File: src/design/sha256_pkg.sv
// Shared types, constants and round functions of the SHA-256 digest block.
// Used by sha256_core and sha256_message_digest; depends on nothing else.
package sha256_pkg;

    localparam int WORD_W    = 32;
    localparam int HASH_N    = 8;
    localparam int BLOCK_N   = 16;
    localparam int ROUND_N   = 64;

    localparam logic [7:0] PAD_BYTE  = 8'h80;
    localparam logic [5:0] LEN_POS   = 6'd56;
    localparam logic [5:0] BLOCK_END = 6'd63;

    typedef enum logic [2:0] {
        ST_IDLE,
        ST_COMP_DATA,
        ST_PAD,
        ST_COMP_PAD,
        ST_OUT
    } state_t;

    typedef struct packed {
        logic       byte_we;
        logic [5:0] byte_pos;
        logic [7:0] byte_val;
        logic       start;
        logic       hash_init;
    } core_ctrl_t;

    typedef struct packed {
        logic done;
    } core_stat_t;

    function automatic logic [31:0] rotr(input logic [31:0] x, input int n);
        rotr = (x >> n) | (x << (32 - n));
    endfunction

    function automatic logic [31:0] big_sig0(input logic [31:0] x);
        big_sig0 = rotr(x, 2) ^ rotr(x, 13) ^ rotr(x, 22);
    endfunction

    function automatic logic [31:0] big_sig1(input logic [31:0] x);
        big_sig1 = rotr(x, 6) ^ rotr(x, 11) ^ rotr(x, 25);
    endfunction

    function automatic logic [31:0] small_sig0(input logic [31:0] x);
        small_sig0 = rotr(x, 7) ^ rotr(x, 18) ^ (x >> 3);
    endfunction

    function automatic logic [31:0] small_sig1(input logic [31:0] x);
        small_sig1 = rotr(x, 17) ^ rotr(x, 19) ^ (x >> 10);
    endfunction

    function automatic logic [31:0] hash_iv(input logic [2:0] idx);
        logic [31:0] v;
        case (idx)
            3'd0:    v = 32'h6a09e667;
            3'd1:    v = 32'hbb67ae85;
            3'd2:    v = 32'h3c6ef372;
            3'd3:    v = 32'ha54ff53a;
            3'd4:    v = 32'h510e527f;
            3'd5:    v = 32'h9b05688c;
            3'd6:    v = 32'h1f83d9ab;
            3'd7:    v = 32'h5be0cd19;
            default: v = 32'h0;
        endcase
        hash_iv = v;
    endfunction

    function automatic logic [31:0] round_k(input logic [5:0] idx);
        logic [31:0] k;
        case (idx)
            6'd0:  k = 32'h428a2f98;  6'd1:  k = 32'h71374491;
            6'd2:  k = 32'hb5c0fbcf;  6'd3:  k = 32'he9b5dba5;
            6'd4:  k = 32'h3956c25b;  6'd5:  k = 32'h59f111f1;
            6'd6:  k = 32'h923f82a4;  6'd7:  k = 32'hab1c5ed5;
            6'd8:  k = 32'hd807aa98;  6'd9:  k = 32'h12835b01;
            6'd10: k = 32'h243185be;  6'd11: k = 32'h550c7dc3;
            6'd12: k = 32'h72be5d74;  6'd13: k = 32'h80deb1fe;
            6'd14: k = 32'h9bdc06a7;  6'd15: k = 32'hc19bf174;
            6'd16: k = 32'he49b69c1;  6'd17: k = 32'hefbe4786;
            6'd18: k = 32'h0fc19dc6;  6'd19: k = 32'h240ca1cc;
            6'd20: k = 32'h2de92c6f;  6'd21: k = 32'h4a7484aa;
            6'd22: k = 32'h5cb0a9dc;  6'd23: k = 32'h76f988da;
            6'd24: k = 32'h983e5152;  6'd25: k = 32'ha831c66d;
            6'd26: k = 32'hb00327c8;  6'd27: k = 32'hbf597fc7;
            6'd28: k = 32'hc6e00bf3;  6'd29: k = 32'hd5a79147;
            6'd30: k = 32'h06ca6351;  6'd31: k = 32'h14292967;
            6'd32: k = 32'h27b70a85;  6'd33: k = 32'h2e1b2138;
            6'd34: k = 32'h4d2c6dfc;  6'd35: k = 32'h53380d13;
            6'd36: k = 32'h650a7354;  6'd37: k = 32'h766a0abb;
            6'd38: k = 32'h81c2c92e;  6'd39: k = 32'h92722c85;
            6'd40: k = 32'ha2bfe8a1;  6'd41: k = 32'ha81a664b;
            6'd42: k = 32'hc24b8b70;  6'd43: k = 32'hc76c51a3;
            6'd44: k = 32'hd192e819;  6'd45: k = 32'hd6990624;
            6'd46: k = 32'hf40e3585;  6'd47: k = 32'h106aa070;
            6'd48: k = 32'h19a4c116;  6'd49: k = 32'h1e376c08;
            6'd50: k = 32'h2748774c;  6'd51: k = 32'h34b0bcb5;
            6'd52: k = 32'h391c0cb3;  6'd53: k = 32'h4ed8aa4a;
            6'd54: k = 32'h5b9cca4f;  6'd55: k = 32'h682e6ff3;
            6'd56: k = 32'h748f82ee;  6'd57: k = 32'h78a5636f;
            6'd58: k = 32'h84c87814;  6'd59: k = 32'h8cc70208;
            6'd60: k = 32'h90befffa;  6'd61: k = 32'ha4506ceb;
            6'd62: k = 32'hbef9a3f7;  6'd63: k = 32'hc67178f2;
            default: k = 32'h0;
        endcase
        round_k = k;
    endfunction

endpackage

File: src/design/sha256_core.sv
// SHA-256 compression engine: block window, working variables and hash words.
// One round per cycle over a sliding 16-word schedule window; uses sha256_pkg.
module sha256_core (
    input  logic                     clk,
    input  logic                     rst_n,
    input  sha256_pkg::core_ctrl_t   ctrl,
    output sha256_pkg::core_stat_t   stat,
    output logic [7:0][31:0]         hash
);

    logic [31:0] win_reg  [sha256_pkg::BLOCK_N];
    logic [31:0] var_reg  [sha256_pkg::HASH_N];
    logic [31:0] hash_reg [sha256_pkg::HASH_N];
    logic [31:0] hash_next [sha256_pkg::HASH_N];
    logic [5:0]  round_reg, round_next;
    logic        active_reg, active_next;
    logic        fin_reg, fin_next;

    logic [31:0] t1, t2, ch, mj, sched_new, byte_word;
    logic [3:0]  byte_wsel;

    always_comb
    begin
        ch = (var_reg[4] & var_reg[5]) ^ (~var_reg[4] & var_reg[6]);
        mj = (var_reg[0] & var_reg[1]) ^ (var_reg[0] & var_reg[2])
             ^ (var_reg[1] & var_reg[2]);
        t1 = var_reg[7] + sha256_pkg::big_sig1(var_reg[4]) + ch
             + sha256_pkg::round_k(round_reg) + win_reg[0];
        t2 = sha256_pkg::big_sig0(var_reg[0]) + mj;
        // schedule word sixteen ahead of the one consumed this round
        sched_new = win_reg[0] + sha256_pkg::small_sig0(win_reg[1]) + win_reg[9]
                    + sha256_pkg::small_sig1(win_reg[14]);
    end

    // big-endian byte placement; the first byte of a word clears it
    always_comb
    begin
        byte_wsel = ctrl.byte_pos[5:2];
        case (ctrl.byte_pos[1:0])
            2'd0:    byte_word = {ctrl.byte_val, 24'h0};
            2'd1:    byte_word = win_reg[byte_wsel] | {8'h0, ctrl.byte_val, 16'h0};
            2'd2:    byte_word = win_reg[byte_wsel] | {16'h0, ctrl.byte_val, 8'h0};
            2'd3:    byte_word = win_reg[byte_wsel] | {24'h0, ctrl.byte_val};
            default: byte_word = 32'h0;
        endcase
    end

    always_comb
    begin
        round_next  = round_reg;
        active_next = active_reg;
        fin_next    = 1'b0;
        for (int i = 0; i < sha256_pkg::HASH_N; i++)
        begin
            hash_next[i] = hash_reg[i];
            if (ctrl.hash_init)
                hash_next[i] = sha256_pkg::hash_iv(3'(i));
            else if (fin_reg)
                hash_next[i] = hash_reg[i] + var_reg[i];
        end
        if (ctrl.start)
        begin
            active_next = 1'b1;
            round_next  = 6'd0;
        end
        else if (active_reg)
        begin
            round_next = round_reg + 6'd1;
            if (round_reg == sha256_pkg::BLOCK_END)
            begin
                active_next = 1'b0;
                fin_next    = 1'b1;
            end
        end
    end

    always_ff @(posedge clk or negedge rst_n)
    begin
        if (!rst_n)
        begin
            round_reg  <= 6'd0;
            active_reg <= 1'b0;
            fin_reg    <= 1'b0;
            for (int i = 0; i < sha256_pkg::HASH_N; i++)
                hash_reg[i] <= sha256_pkg::hash_iv(3'(i));
        end
        else
        begin
            round_reg  <= round_next;
            active_reg <= active_next;
            fin_reg    <= fin_next;
            for (int i = 0; i < sha256_pkg::HASH_N; i++)
                hash_reg[i] <= hash_next[i];
        end
    end

    always_ff @(posedge clk)
    begin
        if (ctrl.start)
        begin
            for (int i = 0; i < sha256_pkg::HASH_N; i++)
                var_reg[i] <= hash_reg[i];
        end
        else if (active_reg)
        begin
            var_reg[7] <= var_reg[6];
            var_reg[6] <= var_reg[5];
            var_reg[5] <= var_reg[4];
            var_reg[4] <= var_reg[3] + t1;
            var_reg[3] <= var_reg[2];
            var_reg[2] <= var_reg[1];
            var_reg[1] <= var_reg[0];
            var_reg[0] <= t1 + t2;
        end

        if (active_reg)
        begin
            for (int i = 0; i < sha256_pkg::BLOCK_N - 1; i++)
                win_reg[i] <= win_reg[i + 1];
            win_reg[sha256_pkg::BLOCK_N - 1] <= sched_new;
        end
        else if (ctrl.byte_we)
        begin
            win_reg[byte_wsel] <= byte_word;
        end
    end

    always_comb
    begin
        stat.done = fin_reg;
        for (int i = 0; i < sha256_pkg::HASH_N; i++)
            hash[i] = hash_reg[i];
    end

endmodule

File: src/design/sha256_message_digest.sv
// SHA-256 message digest, top level: byte intake, padding sequencer, digest output.
// Instantiates sha256_core; uses sha256_pkg.
// A byte item is taken in ST_IDLE; a byte that completes a block starts a compression
// (load, the rounds on the core's single round unit, then hash update) before the next item.
// A last item pads one byte per cycle and compresses one or two blocks, then the
// eight digest words leave one per cycle as the consumer takes them.
// Reset (rst_n low, asynchronous) restores the initial hash and clears length and
// position.
module sha256_message_digest (
    input  logic        clk,
    input  logic        rst_n,
    input  logic        s_tvalid,
    output logic        s_tready,
    input  logic [7:0]  s_tdata,   // [7:0] data_byte
    input  logic [0:0]  s_tuser,   // [0] byte_present
    input  logic        s_tlast,   // last
    output logic        m_tvalid,
    input  logic        m_tready,
    output logic [31:0] m_tdata,   // [31:0] digest_word
    output logic [2:0]  m_tuser,   // [2:0] word_index
    output logic        m_tlast    // last_word
);

    sha256_pkg::state_t     state_reg, state_next;
    sha256_pkg::core_ctrl_t core_ctrl;
    sha256_pkg::core_stat_t core_stat;
    logic [7:0][31:0]       hash;

    logic [5:0]  pos_reg, pos_next;
    logic [63:0] len_reg, len_next;
    logic        last_pend_reg, last_pend_next;
    logic        pad_first_reg, pad_first_next;
    logic        len_phase_reg, len_phase_next;
    logic [2:0]  len_idx_reg, len_idx_next;
    logic        len_done_reg, len_done_next;
    logic [2:0]  out_idx_reg, out_idx_next;
    logic        in_accept;

    sha256_core u_core (
        .clk   (clk),
        .rst_n (rst_n),
        .ctrl  (core_ctrl),
        .stat  (core_stat),
        .hash  (hash)
    );

    assign in_accept = s_tvalid && s_tready;

    always_comb
    begin
        state_next     = state_reg;
        pos_next       = pos_reg;
        len_next       = len_reg;
        last_pend_next = last_pend_reg;
        pad_first_next = pad_first_reg;
        len_phase_next = len_phase_reg;
        len_idx_next   = len_idx_reg;
        len_done_next  = len_done_reg;
        out_idx_next   = out_idx_reg;

        core_ctrl           = '0;
        core_ctrl.byte_pos  = pos_reg;

        s_tready = (state_reg == sha256_pkg::ST_IDLE);
        m_tvalid = (state_reg == sha256_pkg::ST_OUT);
        m_tdata  = hash[out_idx_reg];
        m_tuser  = out_idx_reg;
        m_tlast  = (out_idx_reg == 3'd7);

        case (state_reg)
            sha256_pkg::ST_IDLE:
            begin
                if (in_accept)
                begin
                    last_pend_next = s_tlast;
                    if (s_tuser[0])
                    begin
                        core_ctrl.byte_we  = 1'b1;
                        core_ctrl.byte_val = s_tdata;
                        len_next = len_reg + 64'd8;
                        pos_next = pos_reg + 6'd1;
                    end
                    if (s_tuser[0] && pos_reg == sha256_pkg::BLOCK_END)
                    begin
                        core_ctrl.start = 1'b1;
                        state_next = sha256_pkg::ST_COMP_DATA;
                    end
                    else if (s_tlast)
                    begin
                        pad_first_next = 1'b1;
                        len_phase_next = 1'b0;
                        len_idx_next   = 3'd0;
                        len_done_next  = 1'b0;
                        state_next     = sha256_pkg::ST_PAD;
                    end
                end
            end

            sha256_pkg::ST_COMP_DATA:
            begin
                if (core_stat.done)
                begin
                    if (last_pend_reg)
                    begin
                        pad_first_next = 1'b1;
                        len_phase_next = 1'b0;
                        len_idx_next   = 3'd0;
                        len_done_next  = 1'b0;
                        state_next     = sha256_pkg::ST_PAD;
                    end
                    else
                    begin
                        state_next = sha256_pkg::ST_IDLE;
                    end
                end
            end

            sha256_pkg::ST_PAD:
            begin
                core_ctrl.byte_we = 1'b1;
                pos_next = pos_reg + 6'd1;
                if (pad_first_reg)
                begin
                    core_ctrl.byte_val = sha256_pkg::PAD_BYTE;
                    pad_first_next = 1'b0;
                end
                else if (!len_phase_reg && pos_reg != sha256_pkg::LEN_POS)
                begin
                    core_ctrl.byte_val = 8'h00;
                end
                else
                begin
                    // length goes out most significant byte first
                    core_ctrl.byte_val = len_reg[{~len_idx_reg, 3'b000} +: 8];
                    len_phase_next = 1'b1;
                    len_idx_next   = len_idx_reg + 3'd1;
                    if (len_idx_reg == 3'd7)
                        len_done_next = 1'b1;
                end
                if (pos_reg == sha256_pkg::BLOCK_END)
                begin
                    core_ctrl.start = 1'b1;
                    state_next = sha256_pkg::ST_COMP_PAD;
                end
            end

            sha256_pkg::ST_COMP_PAD:
            begin
                if (core_stat.done)
                    state_next = len_done_reg ? sha256_pkg::ST_OUT : sha256_pkg::ST_PAD;
            end

            sha256_pkg::ST_OUT:
            begin
                if (m_tready)
                begin
                    out_idx_next = out_idx_reg + 3'd1;
                    if (out_idx_reg == 3'd7)
                    begin
                        core_ctrl.hash_init = 1'b1;
                        len_next   = 64'd0;
                        pos_next   = 6'd0;
                        state_next = sha256_pkg::ST_IDLE;
                    end
                end
            end

            default:
            begin
                state_next = sha256_pkg::ST_IDLE;
            end
        endcase
    end

    always_ff @(posedge clk or negedge rst_n)
    begin
        if (!rst_n)
        begin
            state_reg     <= sha256_pkg::ST_IDLE;
            pos_reg       <= 6'd0;
            len_reg       <= 64'd0;
            last_pend_reg <= 1'b0;
            pad_first_reg <= 1'b0;
            len_phase_reg <= 1'b0;
            len_idx_reg   <= 3'd0;
            len_done_reg  <= 1'b0;
            out_idx_reg   <= 3'd0;
        end
        else
        begin
            state_reg     <= state_next;
            pos_reg       <= pos_next;
            len_reg       <= len_next;
            last_pend_reg <= last_pend_next;
            pad_first_reg <= pad_first_next;
            len_phase_reg <= len_phase_next;
            len_idx_reg   <= len_idx_next;
            len_done_reg  <= len_done_next;
            out_idx_reg   <= out_idx_next;
        end
    end

endmodule

File: config.mk
export PLATFORM = sky130hd
export DESIGN_NAME = sha256_message_digest
export DESIGN_NICKNAME = d
export VERILOG_FILES = /design/src/design/sha256_pkg.sv /design/src/design/sha256_core.sv /design/src/design/sha256_message_digest.sv
export SDC_FILE = /design/constraint.sdc
export NUM_CORES = 2
export LEC_CHECK = 0
export BUFFER_PORTS_ARGS = -buffer_cell sky130_fd_sc_hd__buf_2
export CAP_MARGIN = 20
export CORE_MARGIN = 2
export CORE_UTILIZATION = 50
export CTS_CLUSTER_DIAMETER = 30
export DETAILED_ROUTE_END_ITERATION = 6
export PLACE_DENSITY = 0.75
export SLEW_MARGIN = 40
export SYNTH_ARGS = -nofsm -noshare
export SYNTH_HDL_FRONTEND = slang
export SYNTH_SLANG_ARGS = --single-unit
export TNS_END_PERCENT = 10
File: constraint.sdc
create_clock -name clk -period 8.33 [get_ports clk]
set_clock_uncertainty 0.05 [all_clocks]
set_input_delay 0.4165 -clock clk [delete_from_list [all_inputs] [get_ports clk]]
set_output_delay 0.4165 -clock clk [all_outputs]
set_load 0.02 [all_outputs]
==> run metrics <==
outcome finished, violations left; Leak Pwr 34.62 nW; Largest register FFs 512; number of synthesized flops with an enable pin 768; largest net degree at the start of global routing 156; 1st-pass router iterations 7; Min-Delay Path Class in -> reg; Comb pwr share 0.008; IO buf count 51; commonest non-fill, non-tap cell in the layout nand2_1; share of cells above drive strength 1 0.2228; register area share after synthesis 0.4004; Max IR drop VDD 0.2412 mV; Synth warnings 0; Slew @ Worst Pin 0.9159 ns; post-synthesis xor/xnor area fraction 0.06686; Max Cap Violations 0; Core ar. 0.1582 mm^2; post-synth net total 8318; Slowest-stage cell, CP fa_1; Area growth, synth to finish 20.15%; Critical Path RT 8.87 ns; row cnt 146; Skew-Pair Late Insertion Delay 0.93 ns; classification of the worst setup path reg -> reg; clock network power share 0.658; total clock sinks 1112; final core utilization 0.6039; sw frac 0.2076; WP buf/inv 8; fin nets 8653; Final Critical Period 8.217 ns; ANT nets after route 0; Post-Synthesis Cell Area 0.07952 mm^2; RSZ-0062 raised after global routing true; final wirelength 278.1 mm; die outline height 402.8 um; First DRT Iteration DRCs 7550; cts bufs inserted 294; final setup fails 0; CTS tree built; initial antenna violation count 4; pwr dens 184.2 mW/mm^2; fin. max-slew vios 0; Setup crit end kind flop; drc violations 1; sw power 3.655 mW; Longest Clk Path Bufs 4; Yosys reg bits 1112; htree depth 5; Avg Cell Area, Syn 10.32 um^2; first-pass GRT wire length 412.9 mm; GRT Resource Usage Total 0.3364; routed wire length per instance 26.91 um; main combinational cell family by area after synthesis compound AO/OA/AOI/OAI gates; part of the cycle the worst path needs 0.9865; simple-gate share of the synthesized area 0.1088; Ports 52; CP most frequent cell fa_1; DP HPWL 192.0 mm; clock root buffer clkbuf_16; total vias in the final route 66200; failing checks DRC; Synth cell types 92; adder-cell area share of the yosys netlist 0.1158; n_diodes 0; Die W 402.8 um; Initial Util 0.5026; Sequential Power Share 0.334; vias per inst 6.406; critical path's top delay family adder cells; CP Launch Type flop; non-filler cells, final 10330; Synth Area in Compound Gates 0.1542; internal power 13.95 mW; Worst slew margin 0.3894; Most used DFF post-synth edfxtp_1; vias in the first global route 65650; Yosys top cell area share 0.2900; crit-path max cell delay 0.52 ns; Final Hold Fails 0; Async S/R FF share, synth 0.3094; gpl congestion 1.002; Peak Freq 121.7 MHz; worst path arrival time 8.76 ns; filler instances 12360; mux cell area share after synthesis 0.1180; most frequent cells in the layout nand2_1, edfxtp_1, o21ai_0, nor2_1, xnor2_1; die area 0.1622 mm^2; gate count of the mapped netlist 7706; cell taking the most area after synthesis edfxtp_1; CP max FO 6; Area contributors post-synth edfxtp_1, mux4_2, dfrtp_1; # placed instances 9789; Reg clk slew, reported paths 0.05 ns; grt total ovfl 0
## final timing paths
path,end,depth (start not counted),startpoint,slack (ns)
worst min-delay path,state_reg[1],6,s_tvalid,0.07
max in group asynchronous,u_core.hash[136],4,rst_n,6.25
worst min register to register,u_core.win_reg[6][2],2,u_core.win_reg[7][2],0.46
worst max register to register,u_core.var_reg[0][29],37,u_core.round_reg[0],0.11
min in group asynchronous,u_core.hash[55],2,rst_n,0.12
worst max-delay path,u_core.var_reg[0][29],37,u_core.round_reg[0],0.11
## cells by family after synthesis
kind of cell / count (synthesis)
AOI/OAI and AO/OA: 2027
DFF: 1112
adders and majority gates: 624
muxes: 602
xor gates and xnor gates: 607
and+or+nand+nor: 1990
buffers and inverters: 744
## stage by stage
stage | worst slack, ns | power [mW] | setup TNS [ns] | hold slack (ns) | cell area, um^2
3_3_place_gp | -0.3403 | 6.088 | -1.599 | 0.4184 | 84050
3_5_place_dp | -0.4684 | 6.097 | -2.960 | 0.4241 | 84330
6_report | 0.1126 | 17.60 | 0 | 0.07349 | 95540
5_1_grt | -0.07974 | 17.95 | -0.2418 | 0.1183 | 95540
2_1_floorplan | 0.06515 | 6.022 | 0 | 0.07091 | 79520
4_1_cts | -0.03113 | 17.64 | -0.03113 | 0.04209 | 94530
## power by group through the flow
stage          clock network, mW  logic, mW  registers [mW]
2_1_floorplan                  0     0.0520            5.97
3_3_place_gp                   0      0.118            5.97
3_5_place_dp                   0      0.127            5.97
4_1_cts                     11.6      0.130            5.88
5_1_grt                     11.9      0.144            5.87
6_report                    11.6      0.133            5.88
## Yosys cell counts, drive strengths merged (174+ instances only)
| cell type | instances |
|---|---|
| o21ai | 823 |
| nor2 | 519 |
| nand2 | 931 |
| mux4 | 243 |
| edfxtp | 768 |
| ha | 403 |
| fa | 195 |
| xnor2 | 434 |
| a21o | 174 |
| inv | 265 |
| clkbuf | 374 |
| dfrtp | 208 |
| mux2 | 251 |
| a21oi | 432 |
## tightest hold or removal path, stage by stage
cell and delay (ns):
buf_2 0.13, nand2b_1 0.07, nand3_1 0.08, nand3_1 0.12, o21ai_0 0.10, nand2_1 0.05
## metal layers
metal / up-vias / part of all wire / GRT usage / wire length [um]
met3: 983 / 0.093 / 0.07427 / 25920
li1: 28910 / - / - / -
met4: 4 / 0.073 / 0.2088 / 20220
met5: - / 0.000093 / 0 / 26
met2: 3812 / 0.46 / 0.5371 / 128800
met1: 32480 / 0.37 / 0.4167 / 103100
## layout make-up
cell class	instances	area, um^2	area share
clock buffers	341	7885	0.08253
clock inverters	176	2152	0.02252
inverters	266	1003	0.01050
multi-input cells	5850	45860	0.4800
flip-flops and latches	1112	31870	0.3336
well taps	2072	2592	0.02713
repair buffers	517	4180	0.04375
## what timing repair did
| item | 4_1_cts | 5_1_grt |
|---|---|---|
| pin swaps | 6 | 52 |
| endpoints found under the setup margin | 12 | 20 |
| hold buffers | 5 | 0 |
| buffers inserted | 1 | 22 |
| cloned | 0 | 1 |
| gates resized for setup | 27 | 159 |
| endpoints found under the hold margin | 76 | 0 |
Power figures use the tool's default switching activity.
